==> config.mk <==
export PLATFORM = sky130hd
export DESIGN_NAME = bounded_array_deque_top
export DESIGN_NICKNAME = d
export VERILOG_FILES = /design/src/rtl/bdeque_pkg.sv /design/src/rtl/bdeque_ram.sv /design/src/rtl/bdeque_ctrl.sv /design/src/rtl/bdeque_dp.sv /design/src/rtl/bounded_array_deque_top.sv
export SDC_FILE = /design/constraint.sdc
export NUM_CORES = 1
export LEC_CHECK = 0
export ABC_AREA = 1
export BUFFER_PORTS_ARGS = -buffer_cell sky130_fd_sc_hd__buf_2
export CAP_MARGIN = 20
export CORE_AREA = 2 2 246 248
export CTS_BUF_LIST = sky130_fd_sc_hd__clkbuf_8
export CTS_CLUSTER_SIZE = 10
export DETAILED_ROUTE_END_ITERATION = 10
export DIE_AREA = 0 0 248 250
export PLACE_DENSITY_LB_ADDON = 0.08
export SLEW_MARGIN = 20
export SYNTH_ARGS = -nofsm -noshare
export SYNTH_HDL_FRONTEND = slang
export SYNTH_SLANG_ARGS = --single-unit
export TNS_END_PERCENT = 50
==> constraint.sdc <==
create_clock -name clk -period 4.8 [get_ports clk]
set_clock_uncertainty 0.2 [all_clocks]
set_input_delay 0.48 -clock clk [delete_from_list [all_inputs] [get_ports clk]]
set_output_delay 0.48 -clock clk [all_outputs]
set_load 0.02 [all_outputs]
==> src/rtl/bdeque_pkg.sv <==
// Shared types and constants for the bounded array deque.
// No dependencies; bdeque_ctrl, bdeque_dp and the top level refer to this package by scoped name.
`timescale 1ns / 1ps

package bdeque_pkg;

  // Port field widths
  localparam int MODE_W = 2;
  localparam int DATA_W = 32;
  localparam int STAT_W = 2;
  localparam int OCC_W  = 5;

  // Request codes carried by mode
  typedef enum logic [MODE_W-1:0] {
    MODE_INS_RIGHT = 2'd0,
    MODE_INS_LEFT  = 2'd1,
    MODE_DEL_RIGHT = 2'd2,
    MODE_DEL_LEFT  = 2'd3
  } mode_t;

  // Result status codes
  typedef enum logic [STAT_W-1:0] {
    ST_DONE    = 2'd0,
    ST_NO_ROOM = 2'd1,
    ST_EMPTY   = 2'd2
  } status_t;

  // Commands from controller to datapath
  typedef struct packed {
    logic step;  // take the input word and update pointers
    logic load;  // move the pending result into the output register
  } cmd_t;

endpackage

==> src/rtl/bdeque_ram.sv <==
// Generic single-port-write, single-port-read RAM with registered read data.
// No dependencies.
`timescale 1ns / 1ps

module bdeque_ram #(
  parameter int WIDTH = 32,
  parameter int DEPTH = 16
) (
  input  logic                     clk,
  input  logic                     we,
  input  logic [$clog2(DEPTH)-1:0] waddr,
  input  logic [WIDTH-1:0]         wdata,
  input  logic                     re,
  input  logic [$clog2(DEPTH)-1:0] raddr,
  output logic [WIDTH-1:0]         rdata
);

  logic [WIDTH-1:0] mem [DEPTH];

  // Write port, and read port that holds its data until the next read
  always_ff @(posedge clk) begin
    if (we) begin
      mem[waddr] <= wdata;
    end
    if (re) begin
      rdata <= mem[raddr];
    end
  end

endmodule

==> src/rtl/bdeque_ctrl.sv <==
// Controller for the bounded array deque: two-state sequencer and output valid.
// Depends on bdeque_pkg (cmd_t).
`timescale 1ns / 1ps

module bdeque_ctrl (
  input  logic              clk,
  input  logic              rst,
  input  logic              in_valid,
  output logic              in_stall,
  output logic              out_valid,
  input  logic              out_stall,
  output bdeque_pkg::cmd_t  cmd
);

  typedef enum logic {
    IDLE,
    PEND
  } state_t;

  state_t state;

  // Take a word only when no result is pending in the datapath
  assign in_stall = (state != IDLE);

  // Step on an accepted word; load once the output register is free
  assign cmd.step = in_valid && (state == IDLE);
  assign cmd.load = (state == PEND) && (!out_valid || !out_stall);

  // Hold state and output valid
  always_ff @(posedge clk) begin
    if (rst) begin
      state     <= IDLE;
      out_valid <= 1'b0;
    end else begin
      case (state)
        IDLE: begin
          if (cmd.step) begin
            state <= PEND;
          end
        end
        PEND: begin
          if (cmd.load) begin
            state <= IDLE;
          end
        end
        default: begin
          state <= IDLE;
        end
      endcase
      if (cmd.load) begin
        out_valid <= 1'b1;
      end else if (!out_stall) begin
        out_valid <= 1'b0;
      end
    end
  end

  // An accepted word always leaves a pending result
  a_step_pends: assert property (@(posedge clk) disable iff (rst)
    cmd.step |=> (state == PEND))
    else $error("accepted word did not enter pending state");

  // A loaded result shows up at the output
  a_load_shows: assert property (@(posedge clk) disable iff (rst)
    cmd.load |=> out_valid)
    else $error("loaded result not presented");

  // A pending result waits while the output register is blocked
  a_pend_waits: assert property (@(posedge clk) disable iff (rst)
    ((state == PEND) && out_valid && out_stall) |=> (state == PEND))
    else $error("pending result dropped while output blocked");

  // Never step and load in the same cycle
  a_excl: assert property (@(posedge clk) disable iff (rst)
    !(cmd.step && cmd.load))
    else $error("step and load overlap");

endmodule

==> src/rtl/bdeque_dp.sv <==
// Datapath for the bounded array deque: end pointers, slot RAM, result registers.
// Depends on bdeque_pkg and bdeque_ram.
`timescale 1ns / 1ps

module bdeque_dp #(
  parameter int DEPTH     = 16,
  parameter int WORD_BITS = 32
) (
  input  logic                                clk,
  input  logic                                rst,
  input  bdeque_pkg::cmd_t                    cmd,
  input  logic [bdeque_pkg::MODE_W-1:0]       mode,
  input  logic [bdeque_pkg::DATA_W-1:0]       data_in,
  output logic [bdeque_pkg::STAT_W-1:0]       status,
  output logic [bdeque_pkg::DATA_W-1:0]       data_out,
  output logic [bdeque_pkg::OCC_W-1:0]        occupancy
);

  localparam int IDX_W = $clog2(DEPTH);
  localparam logic [IDX_W-1:0] LAST = IDX_W'(DEPTH - 1);

  bdeque_pkg::mode_t   req;
  bdeque_pkg::status_t stat_next;

  // Pointer state
  logic [IDX_W-1:0] lidx, lidx_next;
  logic [IDX_W-1:0] ridx, ridx_next;
  logic             empty, empty_next;

  // Pending result
  logic [bdeque_pkg::STAT_W-1:0] pend_status;
  logic [bdeque_pkg::OCC_W-1:0]  pend_occ;
  logic                          pend_rd, rd_next;

  // RAM access
  logic                 we, re;
  logic [IDX_W-1:0]     waddr, raddr;
  logic [WORD_BITS-1:0] word, rdata;

  // Width adaptation between the 32-bit ports and the stored word
  logic [WORD_BITS+bdeque_pkg::DATA_W-1:0] in_ext, rd_ext;
  logic [IDX_W:0]                          occ_sum;
  logic [IDX_W+bdeque_pkg::OCC_W:0]        occ_ext;

  assign req    = bdeque_pkg::mode_t'(mode);
  assign in_ext = {{WORD_BITS{1'b0}}, data_in};
  assign word   = in_ext[WORD_BITS-1:0];
  assign rd_ext = {{bdeque_pkg::DATA_W{1'b0}}, rdata};

  // Decide status, pointer moves and the RAM access for one request
  always_comb begin
    lidx_next  = lidx;
    ridx_next  = ridx;
    empty_next = empty;
    stat_next  = bdeque_pkg::ST_DONE;
    rd_next    = 1'b0;
    we         = 1'b0;
    re         = 1'b0;
    waddr      = '0;
    raddr      = ridx;
    case (req)
      bdeque_pkg::MODE_INS_RIGHT, bdeque_pkg::MODE_INS_LEFT: begin
        if (empty) begin
          lidx_next  = '0;
          ridx_next  = '0;
          empty_next = 1'b0;
          we         = cmd.step;
        end else if (req == bdeque_pkg::MODE_INS_RIGHT) begin
          if (ridx == LAST) begin
            stat_next = bdeque_pkg::ST_NO_ROOM;
          end else begin
            ridx_next = ridx + 1'b1;
            waddr     = ridx + 1'b1;
            we        = cmd.step;
          end
        end else begin
          if (lidx == '0) begin
            stat_next = bdeque_pkg::ST_NO_ROOM;
          end else begin
            lidx_next = lidx - 1'b1;
            waddr     = lidx - 1'b1;
            we        = cmd.step;
          end
        end
      end
      bdeque_pkg::MODE_DEL_RIGHT, bdeque_pkg::MODE_DEL_LEFT: begin
        if (empty) begin
          stat_next = bdeque_pkg::ST_EMPTY;
        end else begin
          rd_next = 1'b1;
          re      = cmd.step;
          raddr   = (req == bdeque_pkg::MODE_DEL_RIGHT) ? ridx : lidx;
          if (lidx == ridx) begin
            lidx_next  = '0;
            ridx_next  = '0;
            empty_next = 1'b1;
          end else if (req == bdeque_pkg::MODE_DEL_RIGHT) begin
            ridx_next = ridx - 1'b1;
          end else begin
            lidx_next = lidx + 1'b1;
          end
        end
      end
      default: begin
        stat_next = bdeque_pkg::ST_DONE;
      end
    endcase
  end

  // Occupancy after the step
  assign occ_sum = {1'b0, ridx_next} - {1'b0, lidx_next} + 1'b1;
  assign occ_ext = empty_next ? '0 : (IDX_W+bdeque_pkg::OCC_W+1)'(occ_sum);

  // Advance pointers on a step
  always_ff @(posedge clk) begin
    if (rst) begin
      lidx  <= '0;
      ridx  <= '0;
      empty <= 1'b1;
    end else if (cmd.step) begin
      lidx  <= lidx_next;
      ridx  <= ridx_next;
      empty <= empty_next;
    end
  end

  // Capture the pending result
  always_ff @(posedge clk) begin
    if (cmd.step) begin
      pend_status <= stat_next;
      pend_occ    <= occ_ext[bdeque_pkg::OCC_W-1:0];
      pend_rd     <= rd_next;
    end
  end

  // Load the output register
  always_ff @(posedge clk) begin
    if (cmd.load) begin
      status    <= pend_status;
      occupancy <= pend_occ;
      data_out  <= pend_rd ? rd_ext[bdeque_pkg::DATA_W-1:0] : '0;
    end
  end

  bdeque_ram #(
    .WIDTH (WORD_BITS),
    .DEPTH (DEPTH)
  ) u_slots (
    .clk   (clk),
    .we    (we),
    .waddr (waddr),
    .wdata (word),
    .re    (re),
    .raddr (raddr),
    .rdata (rdata)
  );

  // An empty deque keeps both pointers at slot 0
  a_empty_home: assert property (@(posedge clk) disable iff (rst)
    empty |-> ((lidx == '0) && (ridx == '0)))
    else $error("empty deque with pointers away from slot 0");

  // Stored words never run right to left
  a_order: assert property (@(posedge clk) disable iff (rst)
    !empty |-> (lidx <= ridx))
    else $error("left pointer passed right pointer");

endmodule

==> src/rtl/bounded_array_deque_top.sv <==
// Top level of the bounded array deque: controller plus datapath.
// Depends on bdeque_pkg, bdeque_ctrl, bdeque_dp (and bdeque_ram below it).
//
//   Channel  Handshake            Fields
//   in       in_valid / in_stall  mode, data_in
//   out      out_valid / out_stall status, data_out, occupancy
//
// Each word first updates the pointers and starts the slot RAM access; the
// registered RAM read then completes before the result is loaded.
// Reset (rst, synchronous) empties the deque at once; no clearing pass.
// A new word is taken while an earlier result still sits in the output register.
// A stalled output holds the result and the next result waits in the datapath.
`timescale 1ns / 1ps

module bounded_array_deque_top #(
  parameter int DEPTH     = 16,
  parameter int WORD_BITS = 32
) (
  input  logic                          clk,
  input  logic                          rst,
  input  logic                          in_valid,
  output logic                          in_stall,
  input  logic [bdeque_pkg::MODE_W-1:0] mode,
  input  logic [bdeque_pkg::DATA_W-1:0] data_in,
  output logic                          out_valid,
  input  logic                          out_stall,
  output logic [bdeque_pkg::STAT_W-1:0] status,
  output logic [bdeque_pkg::DATA_W-1:0] data_out,
  output logic [bdeque_pkg::OCC_W-1:0]  occupancy
);

  bdeque_pkg::cmd_t cmd;

  bdeque_ctrl u_ctrl (
    .clk       (clk),
    .rst       (rst),
    .in_valid  (in_valid),
    .in_stall  (in_stall),
    .out_valid (out_valid),
    .out_stall (out_stall),
    .cmd       (cmd)
  );

  bdeque_dp #(
    .DEPTH     (DEPTH),
    .WORD_BITS (WORD_BITS)
  ) u_dp (
    .clk       (clk),
    .rst       (rst),
    .cmd       (cmd),
    .mode      (mode),
    .data_in   (data_in),
    .status    (status),
    .data_out  (data_out),
    .occupancy (occupancy)
  );

endmodule
; Word-level counts from Yosys, hierarchy flattened
; Memories as Yosys holds them, arrays and structs flattened. A register that Yosys moved wholly into a read port is not among the register bits.
; Cells that the tools add are included.
[word_totals]
out_inout_bits = 41
regBits = 58
elab_cells = 80
memories = 1
ramBits = 512
inputBits = 38
[op_classes]
n_eq_ne = 6
mux = 46
add_sub_neg = 6
reduce_logical = 9
bitwise_logic = 1
[mem_list]
columns = memory, words, width, rd, rd_clocked_by_memory_dff, wr, line_no
row1 = u_dp.u_slots.mem, 16, 32, 1, 1, 1, bdeque_ram.sv:18  ; logic [WIDTH-1:0] mem [DEPTH];
[ops]
columns = operator, count
row1 = two-way mux 4 bit, 20
row2 = two-way mux 1 bit, 18
row3 = case mux 4 bit (2 select lines), 2
row4 = adder 4 x 1 -> 4 bit (second input constant), 2
row5 = subtractor 4 x 1 -> 4 bit (second input constant), 2
row6 = two-way mux 2 bit, 3
row7 = adder 5 x 1 -> 5 bit (second input constant), 1
row8 = subtractor 4 x 4 -> 5 bit, 1
row9 = == test 2 bit (second input constant), 2
row10 = == test 4 bit, 1
row11 = == test 4 bit (second input constant), 1
row12 = logical NOT 4 bit, 1
row13 = case mux 1 bit (2 select lines), 2
row14 = case mux 2 bit (2 select lines), 1
row15 = OR reduction 2 bit, 2
row16 = == test 2 x 1 -> 1 bit (second input constant), 1
row17 = logical AND 1 bit, 2
row18 = logical NOT 1 bit, 2
row19 = logical NOT 2 bit, 1
row20 = != test 2 x 1 -> 1 bit (second input constant), 1
row21 = logical OR 1 bit, 1
row22 = NOT 1 bit, 1

; Logic depth before layout (Yosys ltp)
[depth]
word_depth = 8
mapped_depth = 17
mapped_depth_nobuf = 16

; By module
; From an unflattened synthesis, not the netlist that was laid out.
[hier_totals]
cells_unflattened = 2478
hier_area_um2 = 26236.4
[modules_own_cells]
columns = mod, seq_area_each_um2, cells_each, instances, area_each_um2
row1 = bdeque_ram, 16335.7, 2120, 1, 23050.9
row2 = bdeque_dp, 1591.5, 348, 1, 3105.5
row3 = bdeque_ctrl, 40.0, 10, 1, 80.1

; Least setup slack after synthesis
; OpenSTA, ideal clock, no wires.
[synth_timing]
kind = input to register
start = input mode[1] in the netlist's numbering
end = register u_dp.u_slots.rdata[0] (read register of u_dp.u_slots.mem) (enable)
setup_slack_ps = 1136
stages = 3
t_required_ps = 4139
setup_ps = 461
n_path_buf = 1
t_arrival_ps = 3003
cell_sequence = buf_2 -> inv_1 -> nor3_1
[synth_via]
word_cells_on_any_way = 7
classes_between = eq/ne: 2 / mux: 4 / reduce/logical: 1
[synth_lines]
columns = item, line_no
row1 = "start, declared", bounded_array_deque_top.sv:23  ; input logic [bdeque_pkg::MODE_W-1:0] mode,
row2 = == test 2 bit, bdeque_dp.sv:61  ; case (req)
row3 = OR reduction 2 bit *, bdeque_dp.sv:61
row4 = two-way mux 1 bit *, bdeque_dp.sv:61
row5 = net u_dp.re, bdeque_dp.sv:36  ; logic we, re;
row6 = "end, declared", bdeque_ram.sv:15  ; output logic [WIDTH-1:0] rdata
; Mark *: on every way through the listed nets, which the timed path passes. The rest lies on a longest branch.
; A chain may end at the register's enable or synchronous reset.

; Worst setup path in the final report
[layout_timing]
start = register u_ctrl.state (netlist: u_ctrl.in_stall)
end = memory u_dp.u_slots.mem[6][12] (enable)
[layout_via]
elab_chain_len = 8
word_cells_on_any_way = 9
classes_between = mux: 7 / bitwise: 1 / reduce/logical: 1
[layout_lines]
columns = item, line_no
row1 = "start, declared", bdeque_ctrl.sv:20  ; state_t state;
row2 = "start signal, assigned", bdeque_ctrl.sv:32  ; state <= IDLE;
row3 = "start signal, assigned", bdeque_ctrl.sv:38  ; state <= PEND;
row4 = "start signal, assigned", bdeque_ctrl.sv:43  ; state <= IDLE;
row5 = NOT 1 bit *, bdeque_ctrl.sv:26  ; assign cmd.step = in_valid && (state == IDLE);
row6 = logical AND 1 bit *, bdeque_ctrl.sv:26
row7 = "two-way mux 1 bit, on equally long branches", "bdeque_dp.sv:77, bdeque_dp.sv:69"
row8 = two-way mux 1 bit, bdeque_dp.sv:68  ; end else if (req == bdeque_pkg::MODE_INS_RIGHT) begin
row9 = two-way mux 1 bit *, bdeque_dp.sv:63  ; if (empty) begin
row10 = two-way mux 1 bit *, bdeque_dp.sv:61
row11 = two-way mux 1 bit *, bdeque_ram.sv:22  ; if (we) begin
row12 = two-way mux 1 bit (not written as such) *, bdeque_ram.sv:23  ; mem[waddr] <= wdata;
row13 = "end, declared", bdeque_ram.sv:18
; Mark *: on every way between the ends. The rest lies on a longest branch, timed or not.

==> results.yml <==
floorplanning:
  die_x_um: 248
  pin_count: 79
  core_area_mm2: 0.0596
  dieArea_mm2: 0.0620
  rows: 90
  initial_utilization_pct: 44.4
  die_y_um: 250
clocking:
  clockBufferDepth: 3
  root_buffer: "clkbuf_8"
  cts_buffers: 101
  h-tree-depth: 3
  cts.sinks: 602
  cts_tree: "yes"
  cts_setup_buffers: 0
  clock_latency_ps: 700
  clk_pin_slew_ps: 60
global_routing:
  use_met1_pct: 32.4
  grt_start_max_net_pins: 215
  use_met3_pct: 3.48
  busiest_layer: "met2"
  grt-ovfl-total: 0
  grt_pass1_vias: 17100
  antenna_found_initial: 1
  grt_pass1_wl_um: 108000
  grt.total_usage_pct: 23.3
  met2_usage_pct: 38.0
power_and_ir_drop:
  power_leakage_nw: 12.1
  irDropWorstVdd_v: 0.000275
  cellPowerDensity_mw_per_mm2: 374
  p_total_w: 0.0111
drt:
  vias_per_cell: 5.23
  detail_route.iter0.violations: 1472
  ant_nets: 0
  wl_um: 71500
  wl_per_cell_um: 21.2
  drc_errors: 0
  dr.pass1.iters: 5
  vias: 17600
cells_and_area:
  design.final.nets: 2568
  syn_to_final_growth_pct: 12.3
  drive_gt1_share_pct: 10.6
synthesis:
  synth.distinct_cells: 34
  ys_ff_latch: 602
  synth_edf_count: 591
  netlist_area_mm2: 0.0265
  yosysSeqAreaShare_pct: 67.9
  synth_cells: 2405
  syn_nets: 2457
  synthArstFlopShare_pct: 0
  synth-main-ff-cell: "edfxtp_1"
  yosys_warnings: 0
  syn-mean-instance-area_um2: 11.0
timing:
  setup_viol: 0
  slew_violations: 0
  tns_ps: 0
  period_share_pct: 76.9
  setup_slack_ps: 1110
  tightest_slew_ps: 1120
  rsz0062_at_grt: "false"
  fin_crit_ps: 3690
  max_slew_margin_pct: 25.2
  max_freq_mhz: 271
  whs_ps: 51.8
  hold_viol_final: 0
job:
  drv_cap: 0
placed_design:
  pre_cts_ws_ps: 974
  io_buffers: 78
  dp_hpwl_um: 39600
  place_congestion: 0.792
worst_setup_path:
  r2r_start: "u_ctrl.in_stall"
  startpoint: "u_ctrl.in_stall"
  cp-end-kind: "flop"
  crit_fanout: 18
  critPathBufInv: 3
  crit_type: "reg -> reg"
  cpLargestDelayFamily: "simple AND/OR/NAND/NOR gates"
  cp.required_ps: 4970
  cpMaxStageDelayCell: "nor2_4"
  reg2reg_to: "u_dp.u_slots.mem[6][12]"
  crit_path_max_incr_delay_ps: 710
  reg2reg_slack_ps: 1110
  crit_chain: "inv_1 -> nand2_1 -> inv_1 -> nand2_1 -> a21oi_2 -> nand3_1 -> nor2_4 -> buf_4"
  cp-start-kind: "flop"
  worstPathArrival_ps: 3860
  r2r.worst_path.cells: 8
hold_path:
  min_delay_path_depth: 1
  hold-path-endpoint: "u_dp.u_slots.mem[13][25]"
  worstHoldPathType: "in -> reg"
  hp-start: "data_in[25]"
run_status:
  outcome: "finished clean"
==> cells in the final DEF (no fill, tap or decap), types with 2 or more instances in the layout <==
| cell | count |
|---|---|
| edfxtp_1 | 591 |
| nand3_1 | 546 |
| inv_1 | 460 |
| nand2_1 | 416 |
| nand3b_1 | 161 |
| clkbuf_8 | 102 |
| buf_2 | 78 |
| buf_4 | 38 |
| dlygate4sd3_1 | 26 |
| clkinv_1 | 22 |
| nor2_1 | 21 |
| a21oi_1 | 18 |
| nor2_4 | 16 |
| clkinv_2 | 14 |
| ha_1 | 13 |
| dfxtp_1 | 11 |
| xor2_1 | 7 |
| nand4_1 | 6 |
| o21ai_0 | 6 |
| o211ai_1 | 4 |
| o21ai_4 | 4 |
| buf_12 | 4 |
| inv_2 | 3 |
| clkinvlp_4 | 3 |
| nor3_2 | 2 |
| nand2_8 | 2 |
==> cells in the mapped netlist, types with 3 or more instances <==
cell / n / area (um2)
a21oi_1: 19 / 95.1
o211ai_1: 4 / 30.0
clkbuf_1: 45 / 169
o21ai_0: 6 / 30.0
edfxtp_1: 591 / 17700
nand3_1: 546 / 2730
buf_2: 78 / 390
nand4_1: 6 / 37.5
ha_1: 13 / 163
xor2_1: 7 / 61.3
nand3b_1: 161 / 1210
buf_4: 11 / 82.6
inv_1: 428 / 1610
o21ai_1: 4 / 20.0
inv_2: 3 / 11.3
nor2_1: 37 / 139
dfxtp_1: 11 / 220
nand2_1: 416 / 1560
buf_1: 4 / 15.0
==> worst register-to-register path, stage by stage, from the launching register on <==
cell and delay, ps:
dfxtp_1 320, inv_1 120, nand2_1 280, inv_1 570, nand2_1 220, a21oi_2 240
nand3_1 350, nor2_4 710, buf_4 360
==> power breakdown <==
part           total (W)  switching (W)  internal, W
clock            0.00400        0.00204      0.00196
sequential       0.00591      0.0000347      0.00587
combinational    0.00120       0.000861     0.000336
==> cells by family (layout without fill, tap and decap cells) <==
logic type	count (synthesis)	in the layout	synth area share [%]
other	0	1	0
flip-flops	602	602	67.9
adder cells (fa/ha/maj)	14	14	0.690
XOR/XNOR	7	7	0.232
AND/OR/NAND/NOR	1175	1175	21.8
buffers and inverters	571	752	8.63
AO/OA/AOI/OAI	36	36	0.752
==> final cells by class <==
cell class                      instances  area (um2)
Sequential cell                       602       18000
Clock inverter                         71         308
Clock buffer                          102        1400
Antenna cell                            1        2.50
Timing Repair Buffer                  146        1020
Multi-Input combinational cell       1232        6420
Fill cell                            5355       29800
Inverter                              433        1630
Tap cell                              782         978
==> per-layer routing <==
layer  vias to the layer above  share of wire, %
met5                         -                 0
met4                         0               2.1
met3                       100               6.0
met2                       575                48
met1                      8615                44
li1                       8338                 -
==> timing repair <==
item / 4_1_cts / 5_1_grt
hold buffers: 26 / 0
hold endpoints to repair: 308 / 0
endpoints found under the setup margin: 0 / 0
gates resized for setup: 0 / 0
==> per-stage QoR <==
step	util, %	area (um2)	std cells
2_1_floorplan	-	26500	2405
3_3_place_gp	46.6	27700	3169
3_5_place_dp	46.6	27700	3169
4_1_cts	49.9	29700	3368
5_1_grt	49.9	29700	3369
6_report	49.9	29700	3369
==> worst max path at each step <==
stage	to	depth (start not counted)	slack, ps
CTS	u_dp.u_slots.mem[6][12]	8	1080
global route	u_dp.u_slots.mem[7][8]	8	900
global placement	u_dp.u_slots.mem[7][5]	8	1080
detailed placement	u_dp.u_slots.mem[6][5]	8	970
finish	u_dp.u_slots.mem[6][12]	8	1110
floorplan	u_dp.u_slots.rdata[0]	3	1140
==> state kept, by name, summed over array words and instances (netlist names) <==
signal	cells
u_ctrl.out_valid	1
u_dp.u_slots.mem	512
u_dp.occupancy	5
u_dp.pend_rd	1
u_dp.lidx	4
u_dp.empty	1
u_dp.ridx	4
u_dp.status	2
u_ctrl.in_stall	1
u_dp.u_slots.rdata	32
u_dp.data_out	32
u_dp.pend_status	2
u_dp.pend_occ	5
Power figures use the tool's default switching activity.
